==> config.mk <==
export PLATFORM = sky130hd
export DESIGN_NAME = address_registration_table_core
export DESIGN_NICKNAME = d
export VERILOG_FILES = /design/src/art_pkg.sv /design/src/art_mem.sv /design/src/art_ctrl.sv /design/src/address_registration_table_core.sv
export SDC_FILE = /design/constraint.sdc
export NUM_CORES = 1
export LEC_CHECK = 0
export ABC_AREA = 1
export ABC_CLOCK_PERIOD_IN_PS = 8370
export BUFFER_PORTS_ARGS = -buffer_cell sky130_fd_sc_hd__buf_2
export CORE_ASPECT_RATIO = 0.5
export CORE_UTILIZATION = 55
export CTS_BUF_LIST = sky130_fd_sc_hd__clkbuf_16
export CTS_CLUSTER_SIZE = 14
export DETAILED_ROUTE_END_ITERATION = 7
export HOLD_SLACK_MARGIN = 0.06
export PLACE_DENSITY = 0.74
export SYNTH_ARGS = -nofsm -noshare
export SYNTH_HDL_FRONTEND = slang
export SYNTH_SLANG_ARGS = --single-unit
export TNS_END_PERCENT = 1
==> constraint.sdc <==
create_clock -name clock -period 8.37 [get_ports clock]
set_clock_uncertainty 0.2 [all_clocks]
set_input_delay 0.4185 -clock clock [delete_from_list [all_inputs] [get_ports clock]]
set_output_delay 0.4185 -clock clock [all_outputs]
set_load 0.01 [all_outputs]
==> src/art_pkg.sv <==
package art_pkg;

   localparam int ADDR_IN_W = 40;
   localparam int SLOT_W    = 5;
   localparam int OUTCOME_W = 2;

   localparam logic [7:0] FREE_BYTE = 8'h30;

   typedef enum logic [OUTCOME_W-1:0] {
      OUT_PRESENT  = 2'd0,
      OUT_RECORDED = 2'd1,
      OUT_FULL     = 2'd2
   } art_outcome_type;

   typedef struct packed {
      logic rd_en;
      logic wr_en;
   } art_mem_ctl_type;

endpackage

==> src/art_mem.sv <==
module art_mem #(
   parameter int DEPTH  = 15,
   parameter int IDX_W  = 4,
   parameter int DATA_W = 40
) (
   input  logic                     clock,
   input  logic                     reset,
   input  art_pkg::art_mem_ctl_type mem_ctl,
   input  logic [IDX_W-1:0]         rd_addr,
   input  logic [IDX_W-1:0]         wr_addr,
   input  logic [DATA_W-1:0]        wr_data,
   output logic [DATA_W-1:0]        rd_data
);
   import art_pkg::*;

   localparam logic [DATA_W-1:0] FREE_PATTERN = {(DATA_W / 8){FREE_BYTE}};

   logic [DATA_W-1:0] mem [DEPTH];
   logic [DEPTH-1:0]  valid_ff;
   logic [DATA_W-1:0] rd_data_ff;

   // Entries never written since reset read as the all-free pattern.
   always_ff @(posedge clock) begin
      if (reset) begin
         valid_ff <= '0;
      end else if (mem_ctl.wr_en) begin
         valid_ff[wr_addr] <= 1'b1;
      end
   end

   always_ff @(posedge clock) begin
      if (mem_ctl.wr_en) begin
         mem[wr_addr] <= wr_data;
      end
      if (mem_ctl.rd_en) begin
         rd_data_ff <= valid_ff[rd_addr] ? mem[rd_addr] : FREE_PATTERN;
      end
   end

   assign rd_data = rd_data_ff;

endmodule

==> src/art_ctrl.sv <==
module art_ctrl #(
   parameter int SLOTS  = 16,
   parameter int CNT_W  = 4,
   parameter int IDX_W  = 4,
   parameter int DATA_W = 40
) (
   input  logic                            clock,
   input  logic                            reset,
   input  logic                            start,
   output logic                            busy,
   input  logic [art_pkg::ADDR_IN_W-1:0]   req_node_address,
   output logic                            rsp_strobe,
   output logic [art_pkg::SLOT_W-1:0]      rsp_slot_index,
   output logic [art_pkg::OUTCOME_W-1:0]   rsp_outcome,
   output art_pkg::art_mem_ctl_type        mem_ctl,
   output logic [IDX_W-1:0]                rd_addr,
   output logic [IDX_W-1:0]                wr_addr,
   output logic [DATA_W-1:0]               wr_data,
   input  logic [DATA_W-1:0]               rd_data
);
   import art_pkg::*;

   localparam logic [CNT_W-1:0]  LAST_CNT  = CNT_W'(SLOTS - 1);
   localparam logic [CNT_W-1:0]  LAST_IDX  = CNT_W'(SLOTS - 2);
   localparam logic [SLOT_W-1:0] FULL_CODE = SLOT_W'(SLOTS);

   typedef enum logic {
      ST_IDLE,
      ST_SCAN
   } state_type;

   state_type         state_ff;
   logic [DATA_W-1:0] addr_ff;
   logic [CNT_W-1:0]  issue_cnt_ff;
   logic              cmp_vld_ff;
   logic [CNT_W-1:0]  cmp_idx_ff;
   logic              free_found_ff;
   logic [CNT_W-1:0]  free_idx_ff;
   logic              rsp_strobe_ff;
   logic [SLOT_W-1:0] rsp_slot_ff;
   art_outcome_type   rsp_outcome_ff;

   logic              issue_more;
   logic              hit;
   logic              slot_free;
   logic              scan_last;
   logic              free_any;
   logic [CNT_W-1:0]  free_sel;

   always_comb begin
      issue_more = (state_ff == ST_SCAN) && (issue_cnt_ff < LAST_CNT);
      hit        = cmp_vld_ff && (rd_data == addr_ff);
      slot_free  = rd_data[DATA_W-1 -: 8] == FREE_BYTE;
      scan_last  = cmp_vld_ff && (cmp_idx_ff == LAST_IDX);
      free_any   = free_found_ff || (cmp_vld_ff && slot_free);
      free_sel   = free_found_ff ? free_idx_ff : cmp_idx_ff;
   end

   assign mem_ctl.rd_en = issue_more;
   assign mem_ctl.wr_en = scan_last && !hit && free_any;
   assign rd_addr       = issue_cnt_ff[IDX_W-1:0];
   assign wr_addr       = free_sel[IDX_W-1:0];
   assign wr_data       = addr_ff;

   always_ff @(posedge clock) begin
      if (reset) begin
         state_ff      <= ST_IDLE;
         issue_cnt_ff  <= '0;
         cmp_vld_ff    <= 1'b0;
         free_found_ff <= 1'b0;
         rsp_strobe_ff <= 1'b0;
      end else begin
         unique case (state_ff)
            ST_IDLE: begin
               rsp_strobe_ff <= 1'b0;
               if (start) begin
                  addr_ff       <= DATA_W'(req_node_address);
                  issue_cnt_ff  <= '0;
                  cmp_vld_ff    <= 1'b0;
                  free_found_ff <= 1'b0;
                  state_ff      <= ST_SCAN;
               end
            end
            ST_SCAN: begin
               rsp_strobe_ff <= hit || scan_last;
               cmp_vld_ff    <= issue_more && !hit;
               cmp_idx_ff    <= issue_cnt_ff;
               if (issue_more) begin
                  issue_cnt_ff <= issue_cnt_ff + 1'b1;
               end
               if (cmp_vld_ff && slot_free && !free_found_ff) begin
                  free_found_ff <= 1'b1;
                  free_idx_ff   <= cmp_idx_ff;
               end
               if (hit) begin
                  rsp_slot_ff    <= SLOT_W'({1'b0, cmp_idx_ff} + (CNT_W + 1)'(1));
                  rsp_outcome_ff <= OUT_PRESENT;
                  state_ff       <= ST_IDLE;
               end else if (scan_last) begin
                  if (free_any) begin
                     rsp_slot_ff    <= SLOT_W'({1'b0, free_sel} + (CNT_W + 1)'(1));
                     rsp_outcome_ff <= OUT_RECORDED;
                  end else begin
                     rsp_slot_ff    <= FULL_CODE;
                     rsp_outcome_ff <= OUT_FULL;
                  end
                  state_ff <= ST_IDLE;
               end
            end
            default: begin
               rsp_strobe_ff <= 1'b0;
               state_ff      <= ST_IDLE;
            end
         endcase
      end
   end

   assign busy           = (state_ff != ST_IDLE);
   assign rsp_strobe     = rsp_strobe_ff;
   assign rsp_slot_index = rsp_slot_ff;
   assign rsp_outcome    = rsp_outcome_ff;

   a_strobe_after_scan: assert property (@(posedge clock) disable iff (reset)
      rsp_strobe_ff |-> $past(state_ff == ST_SCAN))
      else $error("result strobe without a preceding scan");

   a_no_write_on_hit: assert property (@(posedge clock) disable iff (reset)
      mem_ctl.wr_en |-> !hit && scan_last)
      else $error("table written although the address matched");

   a_full_code: assert property (@(posedge clock) disable iff (reset)
      rsp_strobe_ff && (rsp_outcome_ff == OUT_FULL) |-> rsp_slot_ff == FULL_CODE)
      else $error("full outcome with a wrong slot index");

   a_no_rd_on_wr: assert property (@(posedge clock) disable iff (reset)
      !(mem_ctl.rd_en && mem_ctl.wr_en))
      else $error("table read and written in the same cycle");

   a_idle_after_strobe: assert property (@(posedge clock) disable iff (reset)
      rsp_strobe_ff |-> state_ff == ST_IDLE)
      else $error("sequencer still busy when its result is shown");

endmodule

==> src/address_registration_table_core.sv <==
// A new start is taken only when the sequencer is idle; a miss compares every slot, while
// a hit in slot k ends the scan at that slot. The scan is paced by the table read port,
// one slot per cycle, with the insert written in the last compare cycle.
// The result strobe comes in the cycle after the scan ends; the receiver cannot stall it.
// Synchronous reset returns the sequencer to idle and marks every slot as holding "00000".
module address_registration_table_core #(
   parameter int SLOTS         = 16,
   parameter int ADDRESS_BYTES = 5
) (
   input  logic                          clock,
   input  logic                          reset,
   input  logic                          start,
   output logic                          busy,
   input  logic [art_pkg::ADDR_IN_W-1:0] req_node_address,
   output logic                          rsp_strobe,
   output logic [art_pkg::SLOT_W-1:0]    rsp_slot_index,
   output logic [art_pkg::OUTCOME_W-1:0] rsp_outcome
);
   import art_pkg::*;

   localparam int DEPTH  = SLOTS - 1;
   localparam int IDX_W  = (DEPTH > 1) ? $clog2(DEPTH) : 1;
   localparam int CNT_W  = $clog2(SLOTS);
   localparam int DATA_W = 8 * ADDRESS_BYTES;

   art_mem_ctl_type   mem_ctl;
   logic [IDX_W-1:0]  rd_addr;
   logic [IDX_W-1:0]  wr_addr;
   logic [DATA_W-1:0] wr_data;
   logic [DATA_W-1:0] rd_data;

   art_ctrl #(
      .SLOTS  (SLOTS),
      .CNT_W  (CNT_W),
      .IDX_W  (IDX_W),
      .DATA_W (DATA_W)
   ) u_ctrl (
      .clock            (clock),
      .reset            (reset),
      .start            (start),
      .busy             (busy),
      .req_node_address (req_node_address),
      .rsp_strobe       (rsp_strobe),
      .rsp_slot_index   (rsp_slot_index),
      .rsp_outcome      (rsp_outcome),
      .mem_ctl          (mem_ctl),
      .rd_addr          (rd_addr),
      .wr_addr          (wr_addr),
      .wr_data          (wr_data),
      .rd_data          (rd_data)
   );

   art_mem #(
      .DEPTH  (DEPTH),
      .IDX_W  (IDX_W),
      .DATA_W (DATA_W)
   ) u_mem (
      .clock   (clock),
      .reset   (reset),
      .mem_ctl (mem_ctl),
      .rd_addr (rd_addr),
      .wr_addr (wr_addr),
      .wr_data (wr_data),
      .rd_data (rd_data)
   );

endmodule

==> impl_metrics.env <==
export IMPL_grt_max_degree=99
export IMPL_crit_path_end="u_mem.mem[11][38]"
export IMPL_crit_fanout=23
export IMPL_initial_core_util_pct=56.0
export IMPL_routedWlPerCell_um=23.3
export IMPL_slowest_stage="nand3_1"
export IMPL_worst_path_buf_inv=2
export IMPL_status="finished, final reports clean"
export IMPL_ys_async_sr_fraction_pct=0
export IMPL_antenna_found_initial=0
export IMPL_finalNonFillerCells=2918
export IMPL_core_um2=50400
export IMPL_setup_ws_ps=4170
export IMPL_relSlewSlack_pct=20.5
export IMPL_final_area_um2=31200
export IMPL_rsz0062_at_grt="false"
export IMPL_n_antenna_cell=0
export IMPL_drt_wl_total_um=68100
export IMPL_hold_viol_final=0
export IMPL_cts_tree="yes"
export IMPL_hpwlAfterDp_um=33800
export IMPL_dr_pass1_iters=7
export IMPL_ir_worst_vdd_mv=0.155
export IMPL_overflow=0
export IMPL_syn_num_nets=2174
export IMPL_critPathRequiredTime_ps=8480
export IMPL_grt_usage_pct=26.1
export IMPL_drc=0
export IMPL_grt_pass1_vias=17000
export IMPL_hp_class="reg2reg"
export IMPL_root_buffer="clkbuf_16"
export IMPL_path_delay_family="simple AND/OR/NAND/NOR gates"
export IMPL_pwr_density_cell_nw_per_um2=221
export IMPL_rrSetupSlack_ps=4170
export IMPL_cts_resized=0
export IMPL_ant_nets=0
export IMPL_critPathKind="reg2reg"
export IMPL_fmax_mhz=238
export IMPL_setup_viol=0
export IMPL_drt_initial_drc_count=2133
export IMPL_ys_warn_count=0
export IMPL_final_core_util_pct=61.9
export IMPL_worstPathCellList="xnor2_1 -> nand2_1 -> nor2_1 -> nand2_1 -> nor2_1 -> nand3_1 -> nand4_1 -> inv_2 -> buf_4"
export IMPL_pwr_share_seq_pct=58.0
export IMPL_synth_avg_cell_area_um2=13.3
export IMPL_start_kind="flip-flop"
export IMPL_portBuffers=51
export IMPL_synth_edff_count=695
export IMPL_rr_endpoint="u_mem.mem[11][38]"
export IMPL_rows=58
export IMPL_r2r_start="u_ctrl.wr_data[14]"
export IMPL_place_ws_ps=4210
export IMPL_placed_area_um2=29000
export IMPL_r2r_cells=9
export IMPL_vias_per_cell=6.03
export IMPL_die_y_um=162
export IMPL_synth_main_ff_cell="edfxtp_1"
export IMPL_die_area_um2=52300
export IMPL_min_period_over_period_pct=50.2
export IMPL_clock_latency_ps=620
export IMPL_synth_seq_cells=718
export IMPL_synthCells=2124
export IMPL_num_vias=17600
export IMPL_period_needed_ps=4200
export IMPL_critPathLaunch="u_ctrl.wr_data[14]"
export IMPL_cp_depth=9
export IMPL_dp_cells=2777
export IMPL_cp_arrival_ps=4310
export IMPL_slew_violations=0
export IMPL_synth_distinct_cells=43
export IMPL_max_clock_path_buffers=3
export IMPL_nets=2241
export IMPL_drive_gt1_share_pct=8.71
export IMPL_clock_power_share_pct=37.3
export IMPL_grt_pass1_wl_um=102000
export IMPL_synth_area_um2=28200
export IMPL_crit_path_max_incr_delay_ps=670
export IMPL_clkTransAtPathRegs_ps=70
export IMPL_setup_tns_final_ps=0
export IMPL_worst_pin_slew_ps=1190
export IMPL_htree_levels=2
export IMPL_switching_share_pct=21.5
export IMPL_die_w_um=322
export IMPL_p_sw_mw=1.48
export IMPL_power_frac_comb_pct=4.7
export IMPL_p_int_mw=5.40
export IMPL_numCtsBuffers=60
export IMPL_seq_area_frac_synth_pct=75.5
export IMPL_syn_to_final_growth_pct=10.5
export IMPL_clock_sinks=718
export IMPL_pin_count=52
export IMPL_power_leakage_nw=10.8
export IMPL_cap_violations=0
export IMPL_endpoint_kind="flip-flop"
export IMPL_gp_congestion=0.837
-- worst min-delay path by stage --
| stage | cells after the start | slack, ps | endpoint | start |
|---|---|---|---|---|
| 6_report | 2 | 260 | u_mem.valid_ff[13] | u_mem.valid_ff[13] |
| 5_1_grt | 2 | 280 | u_mem.valid_ff[4] | u_mem.valid_ff[4] |
| 4_1_cts | 2 | 250 | u_mem.valid_ff[6] | u_mem.valid_ff[6] |
| 3_5_place_dp | 2 | 250 | u_mem.valid_ff[6] | u_mem.valid_ff[6] |
| 3_3_place_gp | 2 | 230 | u_mem.valid_ff[0] | u_mem.valid_ff[0] |
| 2_1_floorplan | 0 | 200 | u_ctrl.cmp_idx_ff[2] | u_ctrl.rd_addr[2] |
-- per-layer routing --
| layer | vias up | wire, µm | track usage [%] |
|---|---|---|---|
| met5 | - | 0 | 0 |
| met4 | 0 | 1710 | 7.08 |
| met3 | 139 | 8190 | 6.02 |
| met2 | 1032 | 30800 | 40.9 |
| met1 | 8564 | 27400 | 37.2 |
| li1 | 7847 | - | - |
-- cells in the final DEF (no fill, tap or decap), drive strengths merged, types with 8 or more instances in the layout --
cell         synthesis  layout
clkinv               1      14
xnor2                8       8
buf                 70      84
inv                143     166
a22oi               64      64
o211ai              60      60
o21ai              248     248
nand2              350     350
nor2               174     174
nand4               17      17
a21oi               60      60
dlygate4sd3          0      42
clkbuf              51      62
o2111ai             32      32
dfxtp               23      23
a221oi              15      15
edfxtp             695     695
nand3               72      72
-- worst min-delay path: stages, from the launching register on --
cell and delay, ps:
dfxtp_1 310, inv_1 50, a21oi_1 50
-- repair_timing --
action                    4_1_cts  5_1_grt
hold buffers                   42        0
buffers inserted                0        0
hold endpoints to repair       46        0
-- metrics by stage --
stage          total power [mW]  hold slack (ps)
2_1_floorplan              4.26              203
3_3_place_gp               4.36              233
3_5_place_dp               4.37              245
4_1_cts                    6.88              255
5_1_grt                    7.07              276
6_report                   6.88              255
-- Yosys cell counts, types with 3 or more instances --
master / number / area share [%]
buf_4: 8 / 0.21
xor2_1: 7 / 0.22
o21ai_0: 182 / 3.2
nand4_1: 17 / 0.38
o22ai_1: 3 / 0.066
or2_2: 3 / 0.066
inv_1: 136 / 1.8
xnor2_1: 8 / 0.25
o211ai_1: 60 / 1.6
dfxtp_1: 23 / 1.6
o21ai_1: 65 / 1.2
a22oi_1: 62 / 1.6
o211a_1: 3 / 0.11
nand2_1: 348 / 4.6
buf_6: 6 / 0.24
a21oi_1: 60 / 1.1
buf_2: 54 / 0.96
clkbuf_1: 51 / 0.68
edfxtp_1: 695 / 74
inv_2: 6 / 0.080
nor2_1: 174 / 2.3
nand3_1: 72 / 1.3
ha_1: 7 / 0.31
a221oi_2: 4 / 0.21
o2111ai_1: 32 / 0.99
a221oi_1: 11 / 0.34
nor4_1: 4 / 0.089
-- flip-flops by register name, summed over array words and instances, names as in the netlist --
signal	count
u_ctrl.rsp_slot_index	5
u_ctrl.busy	1
u_ctrl.rd_addr	4
u_ctrl.free_found_ff	1
u_ctrl.free_idx_ff	4
u_ctrl.wr_data	40
u_mem.mem	600
u_ctrl.cmp_idx_ff	4
u_ctrl.cmp_vld_ff	1
u_ctrl.rsp_strobe	1
u_ctrl.rsp_outcome	2
u_mem.valid_ff	15
u_mem.rd_data	40
-- power by group through the flow --
| stage | clock network [mW] | registers [mW] | logic (mW) |
|---|---|---|---|
| 6_report | 2.57 | 3.99 | 0.320 |
| 5_1_grt | 2.72 | 3.99 | 0.353 |
| 3_5_place_dp | 0 | 4.07 | 0.300 |
| 3_3_place_gp | 0 | 4.07 | 0.295 |
| 2_1_floorplan | 0 | 4.05 | 0.209 |
| 4_1_cts | 2.58 | 3.99 | 0.317 |
-- logic make-up after synthesis --
| logic type | after synthesis | synth area share [%] |
|---|---|---|
| DFF | 718 | 75.5 |
| and+or+nand+nor | 626 | 8.92 |
| AOI/OAI and AO/OA | 491 | 10.7 |
| buffers and inverters | 265 | 4.04 |
| xor gates and xnor gates | 15 | 0.465 |
| adders and majority gates | 7 | 0.310 |
| muxes | 2 | 0.0709 |
-- area by class of cell --
type	instances	area, µm²
well taps	690	863
clock inverters	37	181
inverters	144	556
fillers	3635	19200
flip-flops and latches	718	21300
repair buffers	126	923
clock buffers	62	1550
multi-input cells	1141	5790
Note: power is estimated with default switching activity, not from simulation.
